`config.mk`:
```
export PLATFORM = sky130hd
export DESIGN_NAME = lexical_unit_tag_splitter_core_flat
export DESIGN_NICKNAME = d
export VERILOG_FILES = /design/src/rtl/ltsp_pkg.sv /design/src/rtl/ltsp_if.sv /design/src/rtl/ltsp_ram.sv /design/src/rtl/ltsp_ctrl.sv /design/src/rtl/ltsp_dp.sv /design/src/rtl/lexical_unit_tag_splitter_core.sv /design/src/flat_wrapper.sv
export SDC_FILE = /design/constraint.sdc
export NUM_CORES = 1
export LEC_CHECK = 0
export ABC_AREA = 1
export BUFFER_PORTS_ARGS = -buffer_cell sky130_fd_sc_hd__buf_2
export CORE_MARGIN = 4
export CORE_UTILIZATION = 45
export CTS_CLUSTER_SIZE = 10
export DETAILED_ROUTE_END_ITERATION = 7
export GPL_TIMING_DRIVEN = 0
export HOLD_SLACK_MARGIN = 0.12
export SLEW_MARGIN = 30
export SYNTH_ARGS = -nofsm -noshare
export SYNTH_HDL_FRONTEND = slang
export SYNTH_SLANG_ARGS = --single-unit
```
`constraint.sdc`:
```
create_clock -name clk -period 3.52 [get_ports clk]
set_clock_uncertainty 0.1 [all_clocks]
set_input_delay 0.88 -clock clk [delete_from_list [all_inputs] [get_ports clk]]
set_output_delay 0.88 -clock clk [all_outputs]
set_load 0.005 [all_outputs]
```
`src/rtl/ltsp_pkg.sv`:
```
// Package for the lexical unit tag splitter.
// Types, byte codes and command/status structs shared by ltsp_ctrl, ltsp_dp and the core.
// No dependencies.
`default_nettype none

package ltsp_pkg;

    localparam int TAG_BUF_DEPTH_DEF = 32;
    localparam int BYTE_W            = 8;

    localparam logic [BYTE_W-1:0] CH_DOLLAR    = 8'h24;
    localparam logic [BYTE_W-1:0] CH_CARET     = 8'h5E;
    localparam logic [BYTE_W-1:0] CH_LBRACKET  = 8'h5B;
    localparam logic [BYTE_W-1:0] CH_RBRACKET  = 8'h5D;
    localparam logic [BYTE_W-1:0] CH_LT        = 8'h3C;
    localparam logic [BYTE_W-1:0] CH_HASH      = 8'h23;
    localparam logic [BYTE_W-1:0] CH_PLUS      = 8'h2B;
    localparam logic [BYTE_W-1:0] CH_BACKSLASH = 8'h5C;
    localparam logic [BYTE_W-1:0] CH_SPACE     = 8'h20;

    typedef enum logic [1:0] {
        STATUS_OK      = 2'd0,
        STATUS_BRACKET = 2'd1,
        STATUS_WORD    = 2'd2
    } status_t;

    typedef enum logic [2:0] {
        PARSE_TOP,
        PARSE_TOP_ESC,
        PARSE_BRACKET,
        PARSE_BRACKET_ESC,
        PARSE_WORD
    } parse_t;

    typedef enum logic [2:0] {
        SEQ_IDLE,
        SEQ_PUSH2,
        SEQ_PUSH3,
        SEQ_FLUSH,
        SEQ_DOLLAR
    } seq_t;

    typedef enum logic [1:0] {
        EMIT_BYTE,
        EMIT_RAM,
        EMIT_DOLLAR,
        EMIT_STATUS
    } emit_sel_t;

    typedef enum logic [1:0] {
        PUSH_BYTE,
        PUSH_DOLLAR,
        PUSH_SPACE,
        PUSH_CARET
    } push_sel_t;

    typedef struct packed {
        logic      emit;
        emit_sel_t emit_sel;
        status_t   status;
        logic      last;
        logic      push;
        push_sel_t push_sel;
        logic      clear_word;
        logic      reset_buf;
        logic      flush_start;
        logic      flush_next;
        logic      clear_count;
    } ltsp_cmd_t;

    typedef struct packed {
        logic out_free;
        logic count_zero;
        logic flush_more;
    } ltsp_stat_t;

endpackage

`default_nettype wire

```
`src/rtl/ltsp_if.sv`:
```
// Handshake channel interfaces for the tag splitter: input bytes and results.
// Stand-alone; no package dependency.
`default_nettype none

interface ltsp_in_if;
    logic       valid;
    logic       ready;
    logic [7:0] in_byte;
    logic       end_of_stream;

    modport source (output valid, output in_byte, output end_of_stream, input ready);
    modport sink   (input valid, input in_byte, input end_of_stream, output ready);
endinterface

interface ltsp_out_if;
    logic       valid;
    logic       ready;
    logic [7:0] out_byte;
    logic       is_data;
    logic       last_of_run;
    logic [1:0] status;
    logic       truncated;

    modport source (output valid, output out_byte, output is_data, output last_of_run,
                    output status, output truncated, input ready);
    modport sink   (input valid, input out_byte, input is_data, input last_of_run,
                    input status, input truncated, output ready);
endinterface

`default_nettype wire

```
`src/rtl/ltsp_ram.sv`:
```
// Generic single-write, single-read RAM with registered read data.
// No dependencies.
`default_nettype none

module ltsp_ram #(
    parameter int WIDTH = 8,
    parameter int DEPTH = 32
) (
    input  wire logic                     clk,
    input  wire logic                     we,
    input  wire logic [$clog2(DEPTH)-1:0] waddr,
    input  wire logic [WIDTH-1:0]         wdata,
    input  wire logic                     re,
    input  wire logic [$clog2(DEPTH)-1:0] raddr,
    output logic      [WIDTH-1:0]         rdata
);

    logic [WIDTH-1:0] mem [DEPTH];

    always_ff @(posedge clk)
    begin
        if (we)
        begin
            mem[waddr] <= wdata;
        end
        if (re)
        begin
            rdata <= mem[raddr];
        end
    end

endmodule

`default_nettype wire

```
`src/rtl/ltsp_ctrl.sv`:
```
// Controller: parse state, tag span flag and the push/flush sequencer.
// Depends on ltsp_pkg; drives ltsp_dp through ltsp_cmd_t.
`default_nettype none

module ltsp_ctrl (
    input  wire logic                  clk,
    input  wire logic                  rst_n,
    input  wire logic                  in_valid,
    input  wire logic [7:0]            in_byte,
    input  wire logic                  in_eos,
    output logic                       in_ready,
    input  wire ltsp_pkg::ltsp_stat_t  stat,
    output ltsp_pkg::ltsp_cmd_t        cmd
);
    import ltsp_pkg::*;

    parse_t parse_reg, parse_next;
    seq_t   seq_reg, seq_next;
    logic   span_reg, span_next;
    logic   accept;

    always_ff @(posedge clk or negedge rst_n)
    begin
        if (!rst_n)
        begin
            parse_reg <= PARSE_TOP;
            seq_reg   <= SEQ_IDLE;
            span_reg  <= 1'b0;
        end
        else
        begin
            parse_reg <= parse_next;
            seq_reg   <= seq_next;
            span_reg  <= span_next;
        end
    end

    assign in_ready = (seq_reg == SEQ_IDLE) && stat.out_free;
    assign accept   = in_valid && in_ready;

    always_comb
    begin
        parse_next = parse_reg;
        seq_next   = seq_reg;
        span_next  = span_reg;
        cmd        = '0;
        cmd.emit_sel = EMIT_BYTE;
        cmd.status   = STATUS_OK;
        cmd.push_sel = PUSH_BYTE;
        unique case (seq_reg)
            SEQ_IDLE:
            begin
                if (accept && in_eos)
                begin
                    if (parse_reg == PARSE_BRACKET || parse_reg == PARSE_BRACKET_ESC)
                    begin
                        cmd.emit     = 1'b1;
                        cmd.emit_sel = EMIT_STATUS;
                        cmd.status   = STATUS_BRACKET;
                        cmd.last     = 1'b1;
                    end
                    else if (parse_reg == PARSE_WORD)
                    begin
                        cmd.emit     = 1'b1;
                        cmd.emit_sel = EMIT_STATUS;
                        cmd.status   = STATUS_WORD;
                        cmd.last     = 1'b1;
                    end
                    cmd.reset_buf = 1'b1;
                    parse_next    = PARSE_TOP;
                    span_next     = 1'b0;
                end
                else if (accept)
                begin
                    unique case (parse_reg)
                        PARSE_TOP:
                        begin
                            cmd.emit = 1'b1;
                            cmd.last = 1'b1;
                            if (in_byte == CH_LBRACKET)
                            begin
                                parse_next = PARSE_BRACKET;
                            end
                            else if (in_byte == CH_BACKSLASH)
                            begin
                                parse_next = PARSE_TOP_ESC;
                            end
                            else if (in_byte == CH_CARET)
                            begin
                                parse_next     = PARSE_WORD;
                                span_next      = 1'b0;
                                cmd.clear_word = 1'b1;
                            end
                        end
                        PARSE_TOP_ESC:
                        begin
                            cmd.emit   = 1'b1;
                            cmd.last   = 1'b1;
                            parse_next = PARSE_TOP;
                        end
                        PARSE_BRACKET:
                        begin
                            cmd.emit = 1'b1;
                            cmd.last = 1'b1;
                            if (in_byte == CH_RBRACKET)
                            begin
                                parse_next = PARSE_TOP;
                            end
                            else if (in_byte == CH_BACKSLASH)
                            begin
                                parse_next = PARSE_BRACKET_ESC;
                            end
                        end
                        PARSE_BRACKET_ESC:
                        begin
                            cmd.emit   = 1'b1;
                            cmd.last   = 1'b1;
                            parse_next = PARSE_BRACKET;
                        end
                        PARSE_WORD:
                        begin
                            if (in_byte == CH_DOLLAR)
                            begin
                                parse_next = PARSE_TOP;
                                span_next  = 1'b0;
                                if (stat.count_zero)
                                begin
                                    cmd.emit     = 1'b1;
                                    cmd.emit_sel = EMIT_DOLLAR;
                                    cmd.last     = 1'b1;
                                end
                                else
                                begin
                                    cmd.flush_start = 1'b1;
                                    seq_next        = SEQ_FLUSH;
                                end
                            end
                            else
                            begin
                                if (in_byte == CH_LT && !span_reg)
                                begin
                                    span_next = 1'b1;
                                end
                                else if (in_byte == CH_HASH && span_reg)
                                begin
                                    span_next = 1'b0;
                                end
                                if (span_next)
                                begin
                                    cmd.push = 1'b1;
                                    if (in_byte == CH_PLUS)
                                    begin
                                        cmd.push_sel = PUSH_DOLLAR;
                                        seq_next     = SEQ_PUSH2;
                                    end
                                end
                                else
                                begin
                                    cmd.emit = 1'b1;
                                    cmd.last = 1'b1;
                                end
                            end
                        end
                        default:
                        begin
                            cmd.emit   = 1'b1;
                            cmd.last   = 1'b1;
                            parse_next = PARSE_TOP;
                        end
                    endcase
                end
            end
            SEQ_PUSH2:
            begin
                cmd.push     = 1'b1;
                cmd.push_sel = PUSH_SPACE;
                seq_next     = SEQ_PUSH3;
            end
            SEQ_PUSH3:
            begin
                cmd.push     = 1'b1;
                cmd.push_sel = PUSH_CARET;
                seq_next     = SEQ_IDLE;
            end
            SEQ_FLUSH:
            begin
                if (stat.out_free)
                begin
                    cmd.emit     = 1'b1;
                    cmd.emit_sel = EMIT_RAM;
                    if (stat.flush_more)
                    begin
                        cmd.flush_next = 1'b1;
                    end
                    else
                    begin
                        seq_next = SEQ_DOLLAR;
                    end
                end
            end
            SEQ_DOLLAR:
            begin
                if (stat.out_free)
                begin
                    cmd.emit        = 1'b1;
                    cmd.emit_sel    = EMIT_DOLLAR;
                    cmd.last        = 1'b1;
                    cmd.clear_count = 1'b1;
                    seq_next        = SEQ_IDLE;
                end
            end
            default:
            begin
                seq_next = SEQ_IDLE;
            end
        endcase
    end

endmodule

`default_nettype wire

```
`src/rtl/ltsp_dp.sv`:
```
// Datapath: tag buffer RAM, fill count, overflow flag, flush index, output register.
// Depends on ltsp_pkg and ltsp_ram; commanded by ltsp_ctrl.
`default_nettype none

module ltsp_dp #(
    parameter int TAG_BUFFER_DEPTH = ltsp_pkg::TAG_BUF_DEPTH_DEF
) (
    input  wire logic                 clk,
    input  wire logic                 rst_n,
    input  wire logic [7:0]           in_byte,
    input  wire ltsp_pkg::ltsp_cmd_t  cmd,
    output ltsp_pkg::ltsp_stat_t      stat,
    input  wire logic                 out_ready,
    output logic                      out_valid,
    output logic [7:0]                out_byte,
    output logic                      out_is_data,
    output logic                      out_last,
    output logic [1:0]                out_status,
    output logic                      out_truncated
);
    import ltsp_pkg::*;

    localparam int CNT_W  = $clog2(TAG_BUFFER_DEPTH + 1);
    localparam int ADDR_W = $clog2(TAG_BUFFER_DEPTH);

    logic [CNT_W-1:0]  count_reg, count_next;
    logic [CNT_W-1:0]  idx_reg, idx_next;
    logic              ovf_reg, ovf_next;
    logic              valid_reg, valid_next;
    logic [BYTE_W-1:0] byte_reg, byte_next;
    logic              data_reg, data_next;
    logic              last_reg, last_next;
    status_t           status_reg, status_next;
    logic              trunc_reg, trunc_next;

    logic              has_room;
    logic              ram_we;
    logic [BYTE_W-1:0] push_byte;
    logic              ram_re;
    logic [ADDR_W-1:0] ram_raddr;
    logic [BYTE_W-1:0] ram_rdata;

    assign has_room = count_reg < CNT_W'(TAG_BUFFER_DEPTH);
    assign ram_we   = cmd.push && has_room;
    assign ram_re   = cmd.flush_start || cmd.flush_next;
    assign ram_raddr = cmd.flush_start ? '0 : idx_reg[ADDR_W-1:0];

    always_comb
    begin
        unique case (cmd.push_sel)
            PUSH_BYTE:   push_byte = in_byte;
            PUSH_DOLLAR: push_byte = CH_DOLLAR;
            PUSH_SPACE:  push_byte = CH_SPACE;
            PUSH_CARET:  push_byte = CH_CARET;
            default:     push_byte = in_byte;
        endcase
    end

    ltsp_ram #(
        .WIDTH (BYTE_W),
        .DEPTH (TAG_BUFFER_DEPTH)
    ) u_tag_ram (
        .clk   (clk),
        .we    (ram_we),
        .waddr (count_reg[ADDR_W-1:0]),
        .wdata (push_byte),
        .re    (ram_re),
        .raddr (ram_raddr),
        .rdata (ram_rdata)
    );

    assign stat.out_free   = !valid_reg || out_ready;
    assign stat.count_zero = (count_reg == '0);
    assign stat.flush_more = idx_reg < count_reg;

    always_comb
    begin
        count_next = count_reg;
        ovf_next   = ovf_reg;
        idx_next   = idx_reg;
        if (cmd.clear_word || cmd.reset_buf)
        begin
            count_next = '0;
            ovf_next   = 1'b0;
        end
        else if (cmd.clear_count)
        begin
            count_next = '0;
        end
        else if (cmd.push)
        begin
            if (has_room)
            begin
                count_next = count_reg + CNT_W'(1);
            end
            else
            begin
                ovf_next = 1'b1;
            end
        end
        if (cmd.flush_start)
        begin
            idx_next = CNT_W'(1);
        end
        else if (cmd.flush_next)
        begin
            idx_next = idx_reg + CNT_W'(1);
        end
    end

    always_comb
    begin
        valid_next  = valid_reg && !out_ready;
        byte_next   = byte_reg;
        data_next   = data_reg;
        last_next   = last_reg;
        status_next = status_reg;
        trunc_next  = trunc_reg;
        if (cmd.emit)
        begin
            valid_next  = 1'b1;
            data_next   = 1'b1;
            last_next   = cmd.last;
            status_next = cmd.status;
            trunc_next  = cmd.clear_word ? 1'b0 : ovf_reg;
            unique case (cmd.emit_sel)
                EMIT_BYTE:   byte_next = in_byte;
                EMIT_RAM:    byte_next = ram_rdata;
                EMIT_DOLLAR: byte_next = CH_DOLLAR;
                EMIT_STATUS:
                begin
                    byte_next = '0;
                    data_next = 1'b0;
                end
                default:     byte_next = in_byte;
            endcase
        end
    end

    always_ff @(posedge clk or negedge rst_n)
    begin
        if (!rst_n)
        begin
            count_reg <= '0;
            ovf_reg   <= 1'b0;
            idx_reg   <= '0;
            valid_reg <= 1'b0;
        end
        else
        begin
            count_reg <= count_next;
            ovf_reg   <= ovf_next;
            idx_reg   <= idx_next;
            valid_reg <= valid_next;
        end
    end

    always_ff @(posedge clk)
    begin
        byte_reg   <= byte_next;
        data_reg   <= data_next;
        last_reg   <= last_next;
        status_reg <= status_next;
        trunc_reg  <= trunc_next;
    end

    assign out_valid     = valid_reg;
    assign out_byte      = byte_reg;
    assign out_is_data   = data_reg;
    assign out_last      = last_reg;
    assign out_status    = status_reg;
    assign out_truncated = trunc_reg;

endmodule

`default_nettype wire

```
`src/rtl/lexical_unit_tag_splitter_core.sv`:
```
// Tag splitter byte filter: top level joining controller and datapath.
// Input channel din carries in_byte and end_of_stream; output channel dout
// carries out_byte, is_data, last_of_run, status and truncated.
// Results appear in the output register the cycle after the byte is taken.
// An ordinary byte is taken every cycle while the output is free. A '+'
// inside a tag span buffers '$', space and '^' through the single RAM
// write port: one as it is taken, then one each in SEQ_PUSH2 and SEQ_PUSH3.
// A '$' closing a word with an empty tag buffer is emitted directly; else
// it starts the RAM read; SEQ_FLUSH drains the tags, SEQ_DOLLAR emits '$'.
// din.ready is low while such a sequence runs and while a result is held
// in the output register and dout.ready is low; the held result stays
// stable until taken, and the drain simply pauses.
// Reset returns the parser to top level with an empty tag buffer and no
// overflow; the buffer RAM itself is not cleared, only entries below the
// fill count are ever read. An end-of-stream item returns to the same state.
// Depends on ltsp_pkg, ltsp_if, ltsp_ram, ltsp_ctrl, ltsp_dp.
`default_nettype none

module lexical_unit_tag_splitter_core #(
    parameter int TAG_BUFFER_DEPTH = ltsp_pkg::TAG_BUF_DEPTH_DEF
) (
    input  wire logic  clk,
    input  wire logic  rst_n,
    ltsp_in_if.sink    din,
    ltsp_out_if.source dout
);
    import ltsp_pkg::*;

    ltsp_cmd_t  cmd;
    ltsp_stat_t stat;

    ltsp_ctrl u_ctrl (
        .clk      (clk),
        .rst_n    (rst_n),
        .in_valid (din.valid),
        .in_byte  (din.in_byte),
        .in_eos   (din.end_of_stream),
        .in_ready (din.ready),
        .stat     (stat),
        .cmd      (cmd)
    );

    ltsp_dp #(
        .TAG_BUFFER_DEPTH (TAG_BUFFER_DEPTH)
    ) u_dp (
        .clk           (clk),
        .rst_n         (rst_n),
        .in_byte       (din.in_byte),
        .cmd           (cmd),
        .stat          (stat),
        .out_ready     (dout.ready),
        .out_valid     (dout.valid),
        .out_byte      (dout.out_byte),
        .out_is_data   (dout.is_data),
        .out_last      (dout.last_of_run),
        .out_status    (dout.status),
        .out_truncated (dout.truncated)
    );

endmodule

`default_nettype wire

```
`src/flat_wrapper.sv`:
```
// flat-port wrapper written by rule: the top's interface ports become plain ports
module lexical_unit_tag_splitter_core_flat import ltsp_pkg::*;
#(
    parameter int TAG_BUFFER_DEPTH = ltsp_pkg::TAG_BUF_DEPTH_DEF
)
  (clk, rst_n, din_valid, din_in_byte, din_end_of_stream, din_ready, dout_valid, dout_out_byte, dout_is_data, dout_last_of_run, dout_status, dout_truncated, dout_ready);
  ltsp_in_if din_i ();
  ltsp_out_if dout_i ();
  input  wire logic clk;
  input  wire logic rst_n;
  input wire logic [$bits(din_i.valid)-1:0] din_valid;
  input wire logic [$bits(din_i.in_byte)-1:0] din_in_byte;
  input wire logic [$bits(din_i.end_of_stream)-1:0] din_end_of_stream;
  output wire logic [$bits(din_i.ready)-1:0] din_ready;
  output wire logic [$bits(dout_i.valid)-1:0] dout_valid;
  output wire logic [$bits(dout_i.out_byte)-1:0] dout_out_byte;
  output wire logic [$bits(dout_i.is_data)-1:0] dout_is_data;
  output wire logic [$bits(dout_i.last_of_run)-1:0] dout_last_of_run;
  output wire logic [$bits(dout_i.status)-1:0] dout_status;
  output wire logic [$bits(dout_i.truncated)-1:0] dout_truncated;
  input wire logic [$bits(dout_i.ready)-1:0] dout_ready;
  assign din_i.valid = din_valid;
  assign din_i.in_byte = din_in_byte;
  assign din_i.end_of_stream = din_end_of_stream;
  assign din_ready = din_i.ready;
  assign dout_valid = dout_i.valid;
  assign dout_out_byte = dout_i.out_byte;
  assign dout_is_data = dout_i.is_data;
  assign dout_last_of_run = dout_i.last_of_run;
  assign dout_status = dout_i.status;
  assign dout_truncated = dout_i.truncated;
  assign dout_i.ready = dout_ready;
  lexical_unit_tag_splitter_core #(.TAG_BUFFER_DEPTH(TAG_BUFFER_DEPTH)) u_core (.clk(clk), .rst_n(rst_n), .din(din_i), .dout(dout_i));
endmodule
```
* Yosys cells after proc, flatten, opt, wreduce, memory -nomap -nowiden
Memory sizes are Yosys's and may differ from the RTL's. A register that Yosys moved wholly into a read port is not among the register bits. Index checks and enable logic that the tools add are counted.
Word-level totals: output and inout bits 15, bits in registers 34, memory bits (writable) 256, word-level logic and storage cells 182, memories kept 1, bits of input ports 13
Memory list:
- u_core.u_dp.u_tag_ram.mem | words 32, width 8, read ports 1, clocked after Yosys merged registers in 1, write ports 1, line ltsp_ram.sv:18 | logic [WIDTH-1:0] mem [DEPTH];
Cells by class: equal/unequal tests 38, add/subtract/negate cells 2, reductions and logical operators 32, $lt $le $gt $ge 2, mux-type cells 92, bitwise logic cells 2
Operators by type and width (count):
- $mux W3 | 27
- $pmux W8 S4 | 2
- $mux W6 | 8
- $mux W1 | 44
- $eq A8 B6 Y1 const B | 4
- $eq A8 B7 Y1 const B | 4
- $pmux W3 S4 | 2
- $pmux W3 S3 | 2
- $add A6 B1 Y6 const B | 2
- $eq A3 B2 Y1 const B | 4
- $ne A2 B2 Y1 const B | 6
- $ne A3 B3 Y1 const B | 4
- $mux W5 | 2
- $reduce_and A9 Y1 | 1
- $reduce_bool A3 Y1 | 3
- $eq A2 B2 Y1 const B | 4
- $logic_and A1 B1 Y1 | 7
- $eq A3 B3 Y1 const B | 2
- $logic_not A3 Y1 | 2
- $logic_not A6 Y1 | 1
- $lt A6 B6 Y1 | 1
- $lt A6 B6 Y1 const B | 1
- $ne A3 B1 Y1 const B | 2
- $reduce_and A6 Y1 | 1
- 18 further kinds | 32

* Longest topological paths before layout
word-level depth 18, depth in mapped cells 17, gate-level depth less buffers 16

* Hierarchy
From an unflattened synthesis, not the netlist that was laid out.
Unflattened totals: cells, all modules 1273, area, all modules 13311.5 um2
Modules (own cells, without submodules):
- ltsp_ram | seq. area each 7927.6 um2, times used 1, cells each 922, area each 10866.7 um2
- ltsp_dp | seq. area each 740.7 um2, times used 1, cells each 187, area each 1535.2 um2
- ltsp_ctrl | seq. area each 175.2 um2, times used 1, cells each 164, area each 909.6 um2

* Worst setup path before layout
No wires, ideal clock.
path type input to register, start input port dout_ready, end memory u_core.u_dp.u_tag_ram.mem[0][2] (data pin), path buffers 0, setup slack -413 ps, cell stages on the path 10, required time 2966 ps, arrival 3379 ps, library setup time 454 ps, cell sequence nor2_1 nor2_4 nand2_2 nor2_2 nor3_2 nand4_1 nand2_1 inv_1 ha_1 o21ai_0
Between the ends: cells in the longest elaborated chain, start to end 8, elaborated cells between the ends (all ways) 12, those cells by class 3 x eq/ne; 4 x mux; 5 x reduce/logical
RTL lines:
- from (decl) | line flat_wrapper.sv:21 | input wire logic [$bits(dout_i.ready)-1:0] dout_ready;
- $logic_or A1 B1 Y1 * | line ltsp_dp.sv:72 | assign stat.out_free = !valid_reg || out_ready;
- $logic_and A1 B1 Y1 * | line ltsp_ctrl.sv:38 | assign in_ready = (seq_reg == SEQ_IDLE) && stat.out_free;
- via din_ready | line flat_wrapper.sv:14 | output wire logic [$bits(din_i.ready)-1:0] din_ready;
- $logic_and A1 B1 Y1 * | line ltsp_ctrl.sv:39 | assign accept = in_valid && in_ready;
- $mux W5 or $logic_and A1 B1 Y1 (tied branches) | line ltsp_ctrl.sv:73, ltsp_ctrl.sv:53
- $mux W4 * | line ltsp_ctrl.sv:53 | if (accept && in_eos)
- $pmux W3 S3 * | line ltsp_ctrl.sv:50 | unique case (seq_reg)
- $eq A2 B2 Y1, or another cell as far along | line ltsp_dp.sv:50 | unique case (cmd.push_sel)
- $pmux W8 S4 * | line ltsp_dp.sv:50
- via u_core.u_dp.push_byte[2] | line ltsp_dp.sv:38 | logic [BYTE_W-1:0] push_byte;
- to (decl) | line ltsp_ram.sv:18
Mark *: on every way through the listed nets, which the timed path passes. The rest lies on a longest branch.

* Final worst setup path
start input port dout_ready, end memory u_core.u_dp.u_tag_ram.mem[22][5] (enable)
Between the ends: cells in the longest elaborated chain, start to end 9, elaborated cells between the ends (all ways) 10, those cells by class 5 x mux; 5 x reduce/logical
RTL lines:
- $logic_or A1 B1 Y1 * | line ltsp_dp.sv:72
- $logic_and A1 B1 Y1 * | line ltsp_ctrl.sv:38
- $logic_and A1 B1 Y1 * | line ltsp_ctrl.sv:39
- $mux W5 or $logic_and A1 B1 Y1 (tied branches) | line ltsp_ctrl.sv:73, ltsp_ctrl.sv:53
- $mux W4 * | line ltsp_ctrl.sv:53
- $pmux W3 S3 * | line ltsp_ctrl.sv:50
- $logic_and A1 B1 Y1 * | line ltsp_dp.sv:44 | assign ram_we = cmd.push && has_room;
- $mux W1 * | line ltsp_ram.sv:22 | if (we)
- $mux W1 (implied by the code) * | line ltsp_ram.sv:24 | mem[waddr] <= wdata;
Every way passes the cells marked *; elsewhere a longest branch is shown, timed or not.

==> summary by stage <==
Clock tree
The clock sink total is 298. Clock-pin slew was measured on the worst setup and hold paths at 0.05 ns. The clock passes through at most 3 buffers. The root buffer cell is clkbuf_16. The H-tree generated during clock tree synthesis spans 2 levels. Clock latency on the worst-skew pair, taken at its later pin, is 0.52 ns. For this design, the CTS-stage hold fixing added 0 buffers. TritonCTS built the clock tree.

The number of CTS-inserted buffers is 36.

Drt
The pre-antenna-repair detailed-routing pass consisted of 5 iterations. The average wire per cell in the routed design is between 20 and 25 µm. Dividing the detail-routed via count by the number of cells gives roughly 5.4. Detailed routing inserted a total of 10100 vias. In this run, the number of DRC markers left after iteration 0 of detailed routing was approximately 970. The count of nets left with antenna violations after detail routing is 0. The routed wire length is 37900 µm. In the routed design, unresolved DRC markers number 0.

STA
Dividing the final minimum period by the clock period gives 99.6%. Setup slack on the critical path of the routed design comes to 0.0152 ns. Headroom to the max-slew limit came out at 39.6%. The transition at the pin with the smallest max-transition slack is 0.904 ns.

Static timing analysis puts the maximum clock frequency at 285 MHz. The number of pins exceeding their max-slew limit in the final report is 0. The number of hold violations in the final report is 0. Setup repair after global routing could not meet its margin everywhere.

The final critical delay including setup and external delays is 3.50 ns. The total negative slack for setup checks is 0 ns. Setup violations remaining at the end of the flow were counted as 0.

Global routing
Global routing used 4.54% of the available met3 tracks. The via count of the first global-routing pass is ~10000. The total track usage is a little under a quarter. The met1 global-route usage is 31.2%.

The total grt overflow is 0. In this run the most used layer during global routing was met2. The number of antenna violations at the first check in global routing came to 0.

The global-route wire length before repair is 57600 µm. The met2 usage in global routing is 36.1%. Entering global routing, the biggest net connects 33 pins.

Worst setup path
The critical path capture point type is a flop. For the worst setup path, the data required time is 3.56 ns. The launching instance or port of the critical path is dout_ready. Measured in cells, the most critical reg-to-reg path has a length of 12. The nature of the critical path startpoint is a primary input. For the worst setup path, the data arrival time is 3.55 ns. The reg-to-reg critical path startpoint is u_core.u_dp.out_valid. Of all nets on the critical path, the largest fanout is 8. The type of the worst setup path is primary input to flop.

Synth
Dividing the synthesized area by the synthesized cell count gives 10.1 µm². The share of synthesized registers carrying an async set or reset is 7.05%. Counting every instance in the synthesized netlist gives 1374. Among all flip-flop cells after synthesis, the most frequent one is edfxtp_1. The synthesized design spends more area on one cell type than any other, namely edfxtp_1. In this run the biggest area consumer among cell types represents 60.2% of the synthesized area.

By area the synthesized netlist is led by edfxtp_1 60%, nand3_1 10%, nand2_1 9.7%. The fraction of the yosys area taken by sequential cells is 64.0%. In this run, distinct cell masters in the synthesized netlist total 37.

The cell area after synthesis is 0.0138 mm². Counting flops with a built-in enable in the synthesized netlist gives 277. During synthesis, Yosys emitted a total of 0 warnings. The number of flip-flops and latches in the synthesized netlist is ~300. When the netlist entered floorplanning its net count stood at 1399.

Pwr
The power per cell area is 865 mW/mm². The standby leakage power is 6.50 nW. The power after layout is 0.0137 W. The worst voltage drop across the vdd grid is between 0.0004 and 0.0005 V.

Cells and area
0 antenna diodes ended up in the layout. The fill cell instance count of the final layout is 2700. The number of flip-flops in the largest register is approximately 260. In the final layout, the share of cells above drive strength 1 is between 10 and 15%. The post-layout instance area is 0.0158 mm². At the end of the flow, the number of nets in the layout was approximately 1500. Compared with the post-synthesis result, the final layout area differs by 14.5%.

More flip-flops sit in one register than any other, and that register is u_core.u_dp.u_tag_ram.mem.

Floorplan
The die covers roughly 0.034 mm². The count of pins on the block boundary is 28. The vertical die dimension is 183 µm.

After floorplanning, the core was divided into 63 placement rows. The die is 183 µm wide. The total area inside the core boundary comes to 0.0300 mm². For this configuration, the core starts out at a cell density of a little under half.

Place
The post-detailed-placement half-perimeter wirelength is approximately 27000 µm. The area after detailed placement is 0.0147 mm². Timing analysis after detailed placement gives a worst setup slack of -0.657 ns. The congestion estimate from routability-driven global placement came to just over 0.9. Buffers placed on the I/O ports in this run total 27.

Outcome
The flow ran to the end, and the final reports show no timing, DRC or antenna violations.

Min path
The min-delay analysis places its worst path in the category primary input to asynchronous set/reset pin.

Job
The max capacitance violation total is 0.
==> final timing paths <==
path	to	slack [ns]
max	u_core.u_dp.u_tag_ram.mem[22][5]	0.02
min	u_core.u_ctrl.parse_reg[1]	0.22
max reg2reg	u_core.u_dp.u_tag_ram.mem[22][5]	0.12
min reg2reg	u_core.u_ctrl.span_reg	0.42
max in group asynchronous	u_core.u_dp.idx_reg[2]	2.74
min in group clk	u_core.u_ctrl.span_reg	0.42
==> cells in the final DEF, fill, tap and decap left out, types with 4 or more instances in the layout <==
| master | synthesis | routed |
|---|---|---|
| nand2_1 | 358 | 357 |
| inv_2 | 8 | 10 |
| o21ai_4 | 0 | 6 |
| buf_1 | 8 | 8 |
| nor3_1 | 10 | 10 |
| buf_6 | 8 | 8 |
| buf_2 | 23 | 50 |
| nand3_1 | 289 | 289 |
| nand4_1 | 6 | 6 |
| buf_4 | 12 | 16 |
| dfrtp_1 | 21 | 21 |
| nand3_2 | 9 | 9 |
| a21oi_1 | 11 | 10 |
| o21ai_0 | 28 | 22 |
| inv_1 | 168 | 165 |
| nor2_2 | 4 | 21 |
| edfxtp_1 | 277 | 277 |
| buf_16 | 0 | 6 |
| nor2_1 | 58 | 39 |
| nand3b_1 | 24 | 24 |
| clkbuf_1 | 14 | 28 |
| ha_1 | 12 | 12 |
| nand2_2 | 5 | 6 |
| clkbuf_16 | 0 | 37 |
| nor2_4 | 2 | 4 |
==> stage by stage <==
stage | utilization (%) | hold slack (ns) | std cells
final | 52.8 | 0.225 | 1858
after detailed placement | 49.1 | 0.406 | 1800
after global routing | 52.8 | 0.264 | 1858
after floorplan | - | 0.363 | 1374
after CTS | 52.6 | 0.230 | 1855
after global placement | 48.2 | 0.397 | 1791
==> synthesized netlist by cell type, types with 4 or more instances <==
master	number
nand2_2	5
inv_2	8
nand2_1	358
clkbuf_1	14
nand4_1	6
nand3_1	289
dfrtp_1	21
buf_6	8
nand3b_1	24
o21ai_0	28
ha_1	12
nand3_2	9
buf_1	8
nor2_1	58
nor3_1	10
nor2_2	4
buf_2	23
a21oi_1	11
inv_1	168
buf_4	12
edfxtp_1	277
==> metal layers <==
layer  wire, µm  vias up
met5          0        -
met4       1120        0
met3       2980       74
met2      17600      373
met1      16200     4815
li1           -     4799
==> cells by family after synthesis <==
| kind of cell | after synthesis | share of synthesized area, % |
|---|---|---|
| AOI/OAI and AO/OA | 52 | 2.10 |
| DFF | 298 | 64.0 |
| xor gates and xnor gates | 2 | 0.127 |
| adders and majority gates | 12 | 1.09 |
| and+or+nand+nor | 769 | 25.2 |
| buffers and inverters | 241 | 7.52 |
==> power breakdown <==
| group | switching, W | internal, W | leakage (nW) |
|---|---|---|---|
| Sequential | 0.000144 | 0.00477 | 2.81 |
| Combinational | 0.00391 | 0.00156 | 3.21 |
| Clock | 0.00137 | 0.00194 | 0.493 |
| Total | 0.00542 | 0.00827 | 6.50 |
==> cell type report <==
class	instances	area, µm²	area share [%]
multi-input cells	835	4070	25.7
clock buffers	52	992	6.27
flip-flops and latches	298	8840	55.9
plain buffers	65	378	2.39
repair buffers	39	360	2.28
well taps	390	488	3.08
inverters	176	664	4.20
clock inverters	3	22.5	0.142
==> timing repair <==
action | in CTS | in global routing
cloned | 0 | 0
setup endpoints to repair | 50 | 332
buffers inserted | 0 | 3
pin swaps | 0 | 1
resized for setup | 3 | 20
==> critical path, stage by stage <==
cell     delay, ns
buf_2         0.09
nor2_1        0.33
nor2_4        0.07
nand2_2       0.12
nor2_2        0.09
nor3_2        0.25
nand2_1       0.12
nand2_1       0.17
nand2_1       0.11
inv_2         0.13
nand2_1       0.53
nor2_2        0.62
Power figures use the tool's default switching activity.
